<file path="config.mk">
export PLATFORM = sky130hd
export DESIGN_NAME = routing_neighbor_adjacency_fsm_top
export DESIGN_NICKNAME = d
export VERILOG_FILES = /design/src/sv/rna_pkg.sv /design/src/sv/rna_front.sv /design/src/sv/rna_queue.sv /design/src/sv/rna_back.sv /design/src/sv/routing_neighbor_adjacency_fsm_top.sv
export SDC_FILE = /design/constraint.sdc
export NUM_CORES = 1
export LEC_CHECK = 0
export BUFFER_PORTS_ARGS = -buffer_cell sky130_fd_sc_hd__buf_2
export CAP_MARGIN = 10
export CORE_MARGIN = 2
export CORE_UTILIZATION = 40
export CTS_BUF_LIST = sky130_fd_sc_hd__clkbuf_16
export DETAILED_ROUTE_END_ITERATION = 7
export PLACE_DENSITY = 0.66
export SYNTH_ARGS = -nofsm -noshare
export SYNTH_HDL_FRONTEND = slang
export SYNTH_SLANG_ARGS = --single-unit
</file>
<file path="constraint.sdc">
create_clock -name clock -period 12.2 [get_ports clock]
set_clock_uncertainty 0.15 [all_clocks]
set_input_delay 0 -clock clock [delete_from_list [all_inputs] [get_ports clock]]
set_output_delay 0 -clock clock [all_outputs]
set_load 0.01 [all_outputs]
</file>
<file path="src/sv/rna_pkg.sv">
package rna_pkg;

   localparam int REQ_DATA_W  = 168;
   localparam int RSP_DATA_W  = 72;
   localparam int RSP_USER_W  = 2;
   localparam int QUEUE_DEPTH = 2;
   localparam int QUEUE_PTR_W = 1;
   localparam int QUEUE_CNT_W = 2;

   typedef enum logic [1:0] {
      ST_DOWN    = 2'd0,
      ST_INIT    = 2'd1,
      ST_TWOWAY  = 2'd2,
      ST_EXSTART = 2'd3
   } nbr_state_type;

   typedef enum logic [1:0] {
      BK_IDLE,
      BK_SEARCH,
      BK_FETCH,
      BK_UPDATE
   } back_state_type;

   typedef struct packed {
      logic [31:0] sender;
      logic [31:0] src;
      logic [31:0] dr;
      logic [31:0] bdr;
      logic        seen;
   } hello_type;

   typedef struct packed {
      logic full;
      logic nonempty;
   } queue_status_type;

endpackage

</file>
<file path="src/sv/rna_front.sv">
module rna_front (
   input  logic                            clock,
   input  logic                            reset,
   input  logic                            csr_wr_en,
   input  logic [31:0]                     csr_wr_data,
   input  logic                            req_tvalid,
   output logic                            req_tready,
   input  logic [rna_pkg::REQ_DATA_W-1:0]  req_tdata,
   input  logic                            req_tuser,
   input  logic                            req_tlast,
   input  rna_pkg::queue_status_type       q_status,
   output logic                            q_push,
   output rna_pkg::hello_type              q_wdata
);
   import rna_pkg::*;

   logic [31:0] own_id_ff;
   logic        seen_ff;
   logic        seen_in;
   logic        accept;
   logic        self_hit;
   logic        seen_now;

   assign req_tready = !q_status.full;
   assign accept     = req_tvalid && req_tready;
   assign self_hit   = req_tuser && (req_tdata[167:136] == own_id_ff);
   assign seen_now   = seen_ff || self_hit;
   assign q_push     = accept && req_tlast;

   assign q_wdata.sender = req_tdata[31:0];
   assign q_wdata.src    = req_tdata[63:32];
   assign q_wdata.dr     = req_tdata[95:64];
   assign q_wdata.bdr    = req_tdata[127:96];
   assign q_wdata.seen   = seen_now;

   always_comb begin
      seen_in = seen_ff;
      if (accept) begin
         seen_in = req_tlast ? 1'b0 : seen_now;
      end
   end

   always_ff @(posedge clock) begin
      if (reset) begin
         own_id_ff <= '0;
         seen_ff   <= 1'b0;
      end else begin
         seen_ff <= seen_in;
         if (csr_wr_en) begin
            own_id_ff <= csr_wr_data;
         end
      end
   end

endmodule

</file>
<file path="src/sv/rna_queue.sv">
module rna_queue (
   input  logic                      clock,
   input  logic                      reset,
   input  logic                      push,
   input  rna_pkg::hello_type        wdata,
   input  logic                      pop,
   output rna_pkg::hello_type        rdata,
   output rna_pkg::queue_status_type status
);
   import rna_pkg::*;

   hello_type              mem_ff [QUEUE_DEPTH];
   logic [QUEUE_PTR_W-1:0] wr_ptr_ff;
   logic [QUEUE_PTR_W-1:0] rd_ptr_ff;
   logic [QUEUE_CNT_W-1:0] cnt_ff;
   logic [QUEUE_CNT_W-1:0] cnt_in;
   logic                   do_push;
   logic                   do_pop;

   assign status.full     = (cnt_ff == QUEUE_CNT_W'(QUEUE_DEPTH));
   assign status.nonempty = (cnt_ff != '0);
   assign do_push         = push && !status.full;
   assign do_pop          = pop && status.nonempty;
   assign rdata           = mem_ff[rd_ptr_ff];

   always_comb begin
      cnt_in = cnt_ff;
      if (do_push && !do_pop) begin
         cnt_in = cnt_ff + 1'b1;
      end else if (do_pop && !do_push) begin
         cnt_in = cnt_ff - 1'b1;
      end
   end

   always_ff @(posedge clock) begin
      if (do_push) begin
         mem_ff[wr_ptr_ff] <= wdata;
      end
   end

   always_ff @(posedge clock) begin
      if (reset) begin
         wr_ptr_ff <= '0;
         rd_ptr_ff <= '0;
         cnt_ff    <= '0;
      end else begin
         cnt_ff <= cnt_in;
         if (do_push) begin
            wr_ptr_ff <= wr_ptr_ff + 1'b1;
         end
         if (do_pop) begin
            rd_ptr_ff <= rd_ptr_ff + 1'b1;
         end
      end
   end

endmodule

</file>
<file path="src/sv/rna_back.sv">
module rna_back #(
   parameter int MAX_NEIGHBORS = 8
) (
   input  logic                            clock,
   input  logic                            reset,
   input  logic                            q_valid,
   input  rna_pkg::hello_type              q_rdata,
   output logic                            q_pop,
   output logic                            rsp_tvalid,
   input  logic                            rsp_tready,
   output logic [rna_pkg::RSP_DATA_W-1:0]  rsp_tdata,
   output logic [rna_pkg::RSP_USER_W-1:0]  rsp_tuser
);
   import rna_pkg::*;

   localparam int SLOT_W = (MAX_NEIGHBORS > 1) ? $clog2(MAX_NEIGHBORS) : 1;
   localparam int CNT_W  = $clog2(MAX_NEIGHBORS + 1);

   back_state_type      state_ff;
   back_state_type      state_in;
   hello_type           cur_ff;
   logic [31:0]         rid_ff [MAX_NEIGHBORS];
   nbr_state_type       state_mem [MAX_NEIGHBORS];
   nbr_state_type       rd_state_ff;
   logic [CNT_W-1:0]    cnt_ff;
   logic                hit_ff;
   logic                new_ff;
   logic                full_ff;
   logic [SLOT_W-1:0]   slot_ff;
   logic                rsp_valid_ff;
   logic [RSP_DATA_W-1:0] rsp_data_ff;
   logic [RSP_USER_W-1:0] rsp_user_ff;

   logic                match_hit;
   logic [SLOT_W-1:0]   match_slot;
   logic                out_free;
   logic                do_search;
   logic                do_fetch;
   logic                do_update;
   logic                room;
   nbr_state_type       old_st;
   nbr_state_type       new_st;
   nbr_state_type       out_st;
   logic [SLOT_W-1:0]   out_slot;

   assign out_free = !rsp_valid_ff || rsp_tready;
   assign room     = (cnt_ff < CNT_W'(MAX_NEIGHBORS));

   always_comb begin
      match_hit  = 1'b0;
      match_slot = '0;
      for (int i = MAX_NEIGHBORS - 1; i >= 0; i--) begin
         if ((CNT_W'(i) < cnt_ff) && (rid_ff[i] == cur_ff.sender)) begin
            match_hit  = 1'b1;
            match_slot = SLOT_W'(i);
         end
      end
   end

   always_comb begin
      state_in = state_ff;
      unique case (state_ff)
         BK_IDLE:   if (q_valid) state_in = BK_SEARCH;
         BK_SEARCH: state_in = BK_FETCH;
         BK_FETCH:  state_in = BK_UPDATE;
         BK_UPDATE: if (out_free) state_in = BK_IDLE;
         default:   state_in = BK_IDLE;
      endcase
   end

   always_comb begin
      q_pop     = 1'b0;
      do_search = 1'b0;
      do_fetch  = 1'b0;
      do_update = 1'b0;
      unique case (state_ff)
         BK_IDLE:   q_pop     = q_valid;
         BK_SEARCH: do_search = 1'b1;
         BK_FETCH:  do_fetch  = 1'b1;
         BK_UPDATE: do_update = out_free;
         default:   q_pop     = 1'b0;
      endcase
   end

   always_comb begin
      old_st = new_ff ? ST_DOWN : rd_state_ff;
      new_st = (old_st == ST_DOWN) ? ST_INIT : old_st;
      if (cur_ff.seen) begin
         if (new_st == ST_INIT) begin
            new_st = ST_TWOWAY;
         end
      end else if (new_st == ST_TWOWAY) begin
         new_st = ST_INIT;
      end
      if (((cur_ff.dr == cur_ff.src) || (cur_ff.bdr == cur_ff.src)) &&
          (new_st == ST_TWOWAY)) begin
         new_st = ST_EXSTART;
      end
      out_st   = full_ff ? ST_DOWN : new_st;
      out_slot = full_ff ? '0 : slot_ff;
   end

   always_ff @(posedge clock) begin
      if (q_pop) begin
         cur_ff <= q_rdata;
      end
      if (do_search) begin
         hit_ff  <= match_hit;
         slot_ff <= match_slot;
      end
      if (do_fetch) begin
         new_ff  <= !hit_ff && room;
         full_ff <= !hit_ff && !room;
         if (!hit_ff && room) begin
            slot_ff                     <= cnt_ff[SLOT_W-1:0];
            rid_ff[cnt_ff[SLOT_W-1:0]]  <= cur_ff.sender;
         end
      end
      if (do_update) begin
         rsp_data_ff <= {3'b000, cur_ff.bdr, cur_ff.dr, out_st, 3'(out_slot)};
         rsp_user_ff <= {full_ff, new_ff};
      end
   end

   always_ff @(posedge clock) begin
      if (do_fetch) begin
         rd_state_ff <= state_mem[slot_ff];
      end
      if (do_update && !full_ff) begin
         state_mem[slot_ff] <= new_st;
      end
   end

   always_ff @(posedge clock) begin
      if (reset) begin
         state_ff     <= BK_IDLE;
         cnt_ff       <= '0;
         rsp_valid_ff <= 1'b0;
      end else begin
         state_ff <= state_in;
         if (do_fetch && !hit_ff && room) begin
            cnt_ff <= cnt_ff + 1'b1;
         end
         if (do_update) begin
            rsp_valid_ff <= 1'b1;
         end else if (rsp_tready) begin
            rsp_valid_ff <= 1'b0;
         end
      end
   end

   assign rsp_tvalid = rsp_valid_ff;
   assign rsp_tdata  = rsp_data_ff;
   assign rsp_tuser  = rsp_user_ff;

endmodule

</file>
<file path="src/sv/routing_neighbor_adjacency_fsm_top.sv">
// Each hello is queued, then the table engine pops it, searches, fetches the state,
// updates and registers the result on rsp_tvalid, taking no new hello until then.
// List transactions are taken 1 per cycle while req_tready is high. Two hellos may
// queue ahead of the table engine before req_tready drops.
// Reset clears the own id, the list flag, the queue, the entry count and rsp_tvalid;
// table contents are not cleared, entries past the count are never used.
module routing_neighbor_adjacency_fsm_top #(
   parameter int MAX_NEIGHBORS = 8
) (
   input  logic                            clock,
   input  logic                            reset,
   input  logic                            csr_wr_en,
   input  logic [31:0]                     csr_wr_data,
   input  logic                            req_tvalid,
   output logic                            req_tready,
   // sender_rid, source_addr, adv_designated, adv_backup, sender_priority, listed_rid
   input  logic [rna_pkg::REQ_DATA_W-1:0]  req_tdata,
   // listed_valid
   input  logic                            req_tuser,
   input  logic                            req_tlast,
   output logic                            rsp_tvalid,
   input  logic                            rsp_tready,
   // neighbor_slot, neighbor_state, current_designated, current_backup, zero pad
   output logic [rna_pkg::RSP_DATA_W-1:0]  rsp_tdata,
   // is_new, table_full
   output logic [rna_pkg::RSP_USER_W-1:0]  rsp_tuser
);
   import rna_pkg::*;

   queue_status_type q_status;
   logic             q_push;
   logic             q_pop;
   hello_type        q_wdata;
   hello_type        q_rdata;

   rna_front u_front (
      .clock       (clock),
      .reset       (reset),
      .csr_wr_en   (csr_wr_en),
      .csr_wr_data (csr_wr_data),
      .req_tvalid  (req_tvalid),
      .req_tready  (req_tready),
      .req_tdata   (req_tdata),
      .req_tuser   (req_tuser),
      .req_tlast   (req_tlast),
      .q_status    (q_status),
      .q_push      (q_push),
      .q_wdata     (q_wdata)
   );

   rna_queue u_queue (
      .clock  (clock),
      .reset  (reset),
      .push   (q_push),
      .wdata  (q_wdata),
      .pop    (q_pop),
      .rdata  (q_rdata),
      .status (q_status)
   );

   rna_back #(
      .MAX_NEIGHBORS (MAX_NEIGHBORS)
   ) u_back (
      .clock      (clock),
      .reset      (reset),
      .q_valid    (q_status.nonempty),
      .q_rdata    (q_rdata),
      .q_pop      (q_pop),
      .rsp_tvalid (rsp_tvalid),
      .rsp_tready (rsp_tready),
      .rsp_tdata  (rsp_tdata),
      .rsp_tuser  (rsp_tuser)
   );

endmodule

</file>
==> results by group <==
Status
  • Status: finished clean

Drt
  • Pre-antenna DRT Iters: 5
  • Via count: around 17k
  • Initial DRC Count: 1229
  • Drt wl/cell: around 21 um
  • Detailed Route WL: 71800 um
  • DR DRC count: 0
  • Detailed-route vias per instance: about 5.0
  • Final ANT Viol Nets: 0

Synthesis
  • Synthesized area per cell: 17.6 um^2
  • FFs w/ async S/R, synth: 0
  • EDFF count, synth: about 740
  • Synth top area share: 0.725
  • Dominant cell type by area after synthesis: edfxtp_1
  • Most common cell in the netlist: edfxtp_1
  • Sequential fraction of the synthesis area: 0.756
  • Commonest cells in the netlist: edfxtp_1, xnor2_1, mux2_2, xor2_1, nand4_1
  • Mapped Cells: ~1.7k
  • Yosys reg bits: slightly below 800
  • Synth area leaders: edfxtp_1, xnor2_1, mux2_2
  • Synth warn: 0
  • Top FF cell, synth: edfxtp_1
  • Post-synthesis cell area: about 30000 um^2
  • Yosys cell types: 46

Place
  • Pre-CTS setup slack: 8.83 ns
  • I/O Buffers: 271
  • Hpwl dp: between 40000 and 50000 um
  • Placer Congestion: between 0.8 and 0.9

Clocking
  • Clock Tree Root: clkbuf_16
  • Sink Count: between 700 and 800
  • CTS tree: done
  • Worst-path clk slew: roughly 0.060 ns
  • Htree depth: 3
  • Max Root-Sink Buffers: 3
  • Worst-Skew Late Latency: roughly 0.62 ns
  • CTS buffer count: a little under 80

Die
  • Core region area: around 76000 um^2
  • Die X: roughly 280 um
  • Starting Density: 0.402
  • Top-Level Pins: 283
  • FP Rows: between 100 and 150
  • Die Y: between 200 and 300 um
  • Die area: 78300 um^2

Setup path
  • Critical path type: reg2reg
  • Slowest stage cell, crit path: buf_4
  • Critical path's largest stage delay: a little over 0.8 ns
  • Startpoint Class: flip-flop
  • Worst Reg2Reg Path Length in Cells: 5
  • Reg2Reg Setup Slack: roughly 8.8 ns
  • Reg2reg start: u_queue.cnt_ff[0]
  • Most used cell, CP: buf_4
  • Critical Path AT: approximately 3.5 ns
  • CP endpoint kind: flip-flop
  • Worst Path Required: around 12 ns
  • Crit-path cells: nand2b_1 > and3_1 > and2_4 > buf_4 > buf_4
  • Peak fanout along the critical path: a little over 60
  • Worst flop-to-flop path endpoint: u_queue.mem_ff[1][122]

Global routing
  • Grt total ovfl: 0
  • Largest net degree at the start of global routing: 73
  • Initial antenna violation count: 5
  • First-pass GRT wire length: around 110000 um
  • GRT Overall Usage: 0.182
  • Vias in the first global route: 18.5k

STA
  • Worst Max-Slew Pin Slew: 1.14 ns
  • RSZ-0062 raised after global routing: false
  • Fmax: between 0.2 and 0.3 GHz
  • Worst Slack Setup Final: 8.80 ns
  • Slew headroom: 0.234
  • Setup Total Neg Slack: 0 ns
  • Tmin final: approximately 3.4 ns
  • Setup violations, final: 0
  • Fin. Hold Viols: 0
  • Tcrit/Tclk final: 0.279
  • Max Slew Vio Count: 0

Power and ir drop
  • Power per Cell Area: between 150 and 200 nW/um^2
  • Lkg Pwr: 13.4 nW
  • Max VDD drop: between 150 and 200 uV

Final layout
  • Post-layout util: 0.517
  • Final net count: around 2.6k
  • Layout area overhead: 28.6%
  • Share of layout cells above drive strength 1: 0.234

Hold path
  • Min-delay src: req_tdata[127]
  • Worst min-delay path class: in2reg
  • Hold EP: u_queue.mem_ff[1][32]
  • WHS Path Cells: 2

Run
  • Max-cap viol count: 0
## worst max-delay path, delay by kind of cell, from the launching register on
| kind | cells | cell delay (ns) |
|---|---|---|
| buf+inv | 2 | 1.51 |
| flops | 1 | 0.43 |
| simple gates | 3 | 0.78 |
## routing by layer
layer / global-route usage / vias up / routed length, um
met4: 0.0720 / 6 / 2360
met3: 0.0376 / 147 / 4250
li1: - / 7909 / -
met5: 0 / - / 35
met1: 0.210 / 8681 / 27400
met2: 0.329 / 500 / 37800
## placed cells by master (no fill, tap or decap), types with 6 or more instances in the layout
master,netlist,final
edfxtp_1,735,735
dlygate4sd3_1,0,360
buf_2,16,271
xnor2_1,243,243
mux2_2,130,130
xor2_1,110,110
nand4_1,83,83
clkbuf_16,0,80
nor2_1,67,61
nor4_1,47,47
dfxtp_1,47,46
buf_4,11,45
nand2_1,39,39
mux2i_1,33,33
clkinv_1,0,18
nand3_1,16,16
inv_1,7,15
nor3_1,16,14
a21oi_1,11,11
clkinv_2,0,10
ha_1,9,9
bufinv_16,0,8
nor2b_1,8,6
nand2b_1,6,6
inv_6,0,6
nor2_2,0,6
## through the flow
| stage | hold slack [ns] | power [mW] | std cells | instance area, um^2 |
|---|---|---|---|---|
| after global routing | 0.0383 | 7.94 | 3455 | 39100 |
| after detailed placement | 0.0414 | 5.25 | 2958 | 33100 |
| final | 0.0278 | 7.64 | 3456 | 39100 |
| after CTS | 0.0137 | 7.68 | 3453 | 39100 |
| after global placement | 0.0370 | 5.21 | 2958 | 33100 |
| after floorplan | -0.0511 | 4.69 | 1729 | 30400 |
## worst max path at each step
| stage | start | endpoint | slack [ns] | cells after the start |
|---|---|---|---|---|
| final | u_queue.cnt_ff[0] | u_queue.mem_ff[1][122] | 8.80 | 5 |
| after global routing | u_queue.cnt_ff[0] | u_queue.mem_ff[1][122] | 8.66 | 5 |
| after CTS | u_queue.cnt_ff[0] | u_queue.mem_ff[1][2] | 8.82 | 5 |
| after detailed placement | u_queue.cnt_ff[0] | u_queue.mem_ff[1][45] | 8.83 | 5 |
| after floorplan | u_queue.cnt_ff[0] | u_queue.mem_ff[0][0] | 4.81 | 4 |
| after global placement | u_queue.cnt_ff[0] | u_queue.mem_ff[1][45] | 8.95 | 5 |
## registers in the layout, summed over array words and instances (netlist names), 2 cells and up
register	cells
u_back.rid_ff	256
u_front.own_id_ff	32
u_back.cnt_ff	4
u_back.rsp_tuser	2
u_queue.cnt_ff	2
u_back.slot_ff	3
u_back.rd_state_ff	2
u_back.cur_ff	129
u_queue.mem_ff	258
u_back.state_ff	2
u_back.rsp_tdata	69
u_back.state_mem	16
## where the power goes
part / internal, mW / switching [mW]
registers: 3.46 / 0.234
logic: 0.637 / 0.955
clock network: 1.36 / 0.990
## cell families after synthesis
kind of cell,share of synthesized area
DFF,0.756
adders and majority gates,0.00370
buffers and inverters,0.0129
xor gates and xnor gates,0.104
other,0.000123
muxes,0.0619
and+or+nand+nor,0.0567
AOI/OAI and AO/OA,0.00497
## final cells by class
cell class	count	area, um^2
clock buffer	80	2000
sequential	782	23000
clock inverter	55	473
timing repair buffer	676	5300
tap	978	1220
multi-input combinational	875	7090
fill	5892	36600
inverter	7	31.3
antenna	3	7.51
## timing repair
item / 4_1_cts / 5_1_grt
endpoints found under the hold margin: 332 / 0
setup buffers: 0 / 0
hold buffers: 360 / 0
gates resized for setup: 0 / 0
Power figures use the tool's default switching activity.
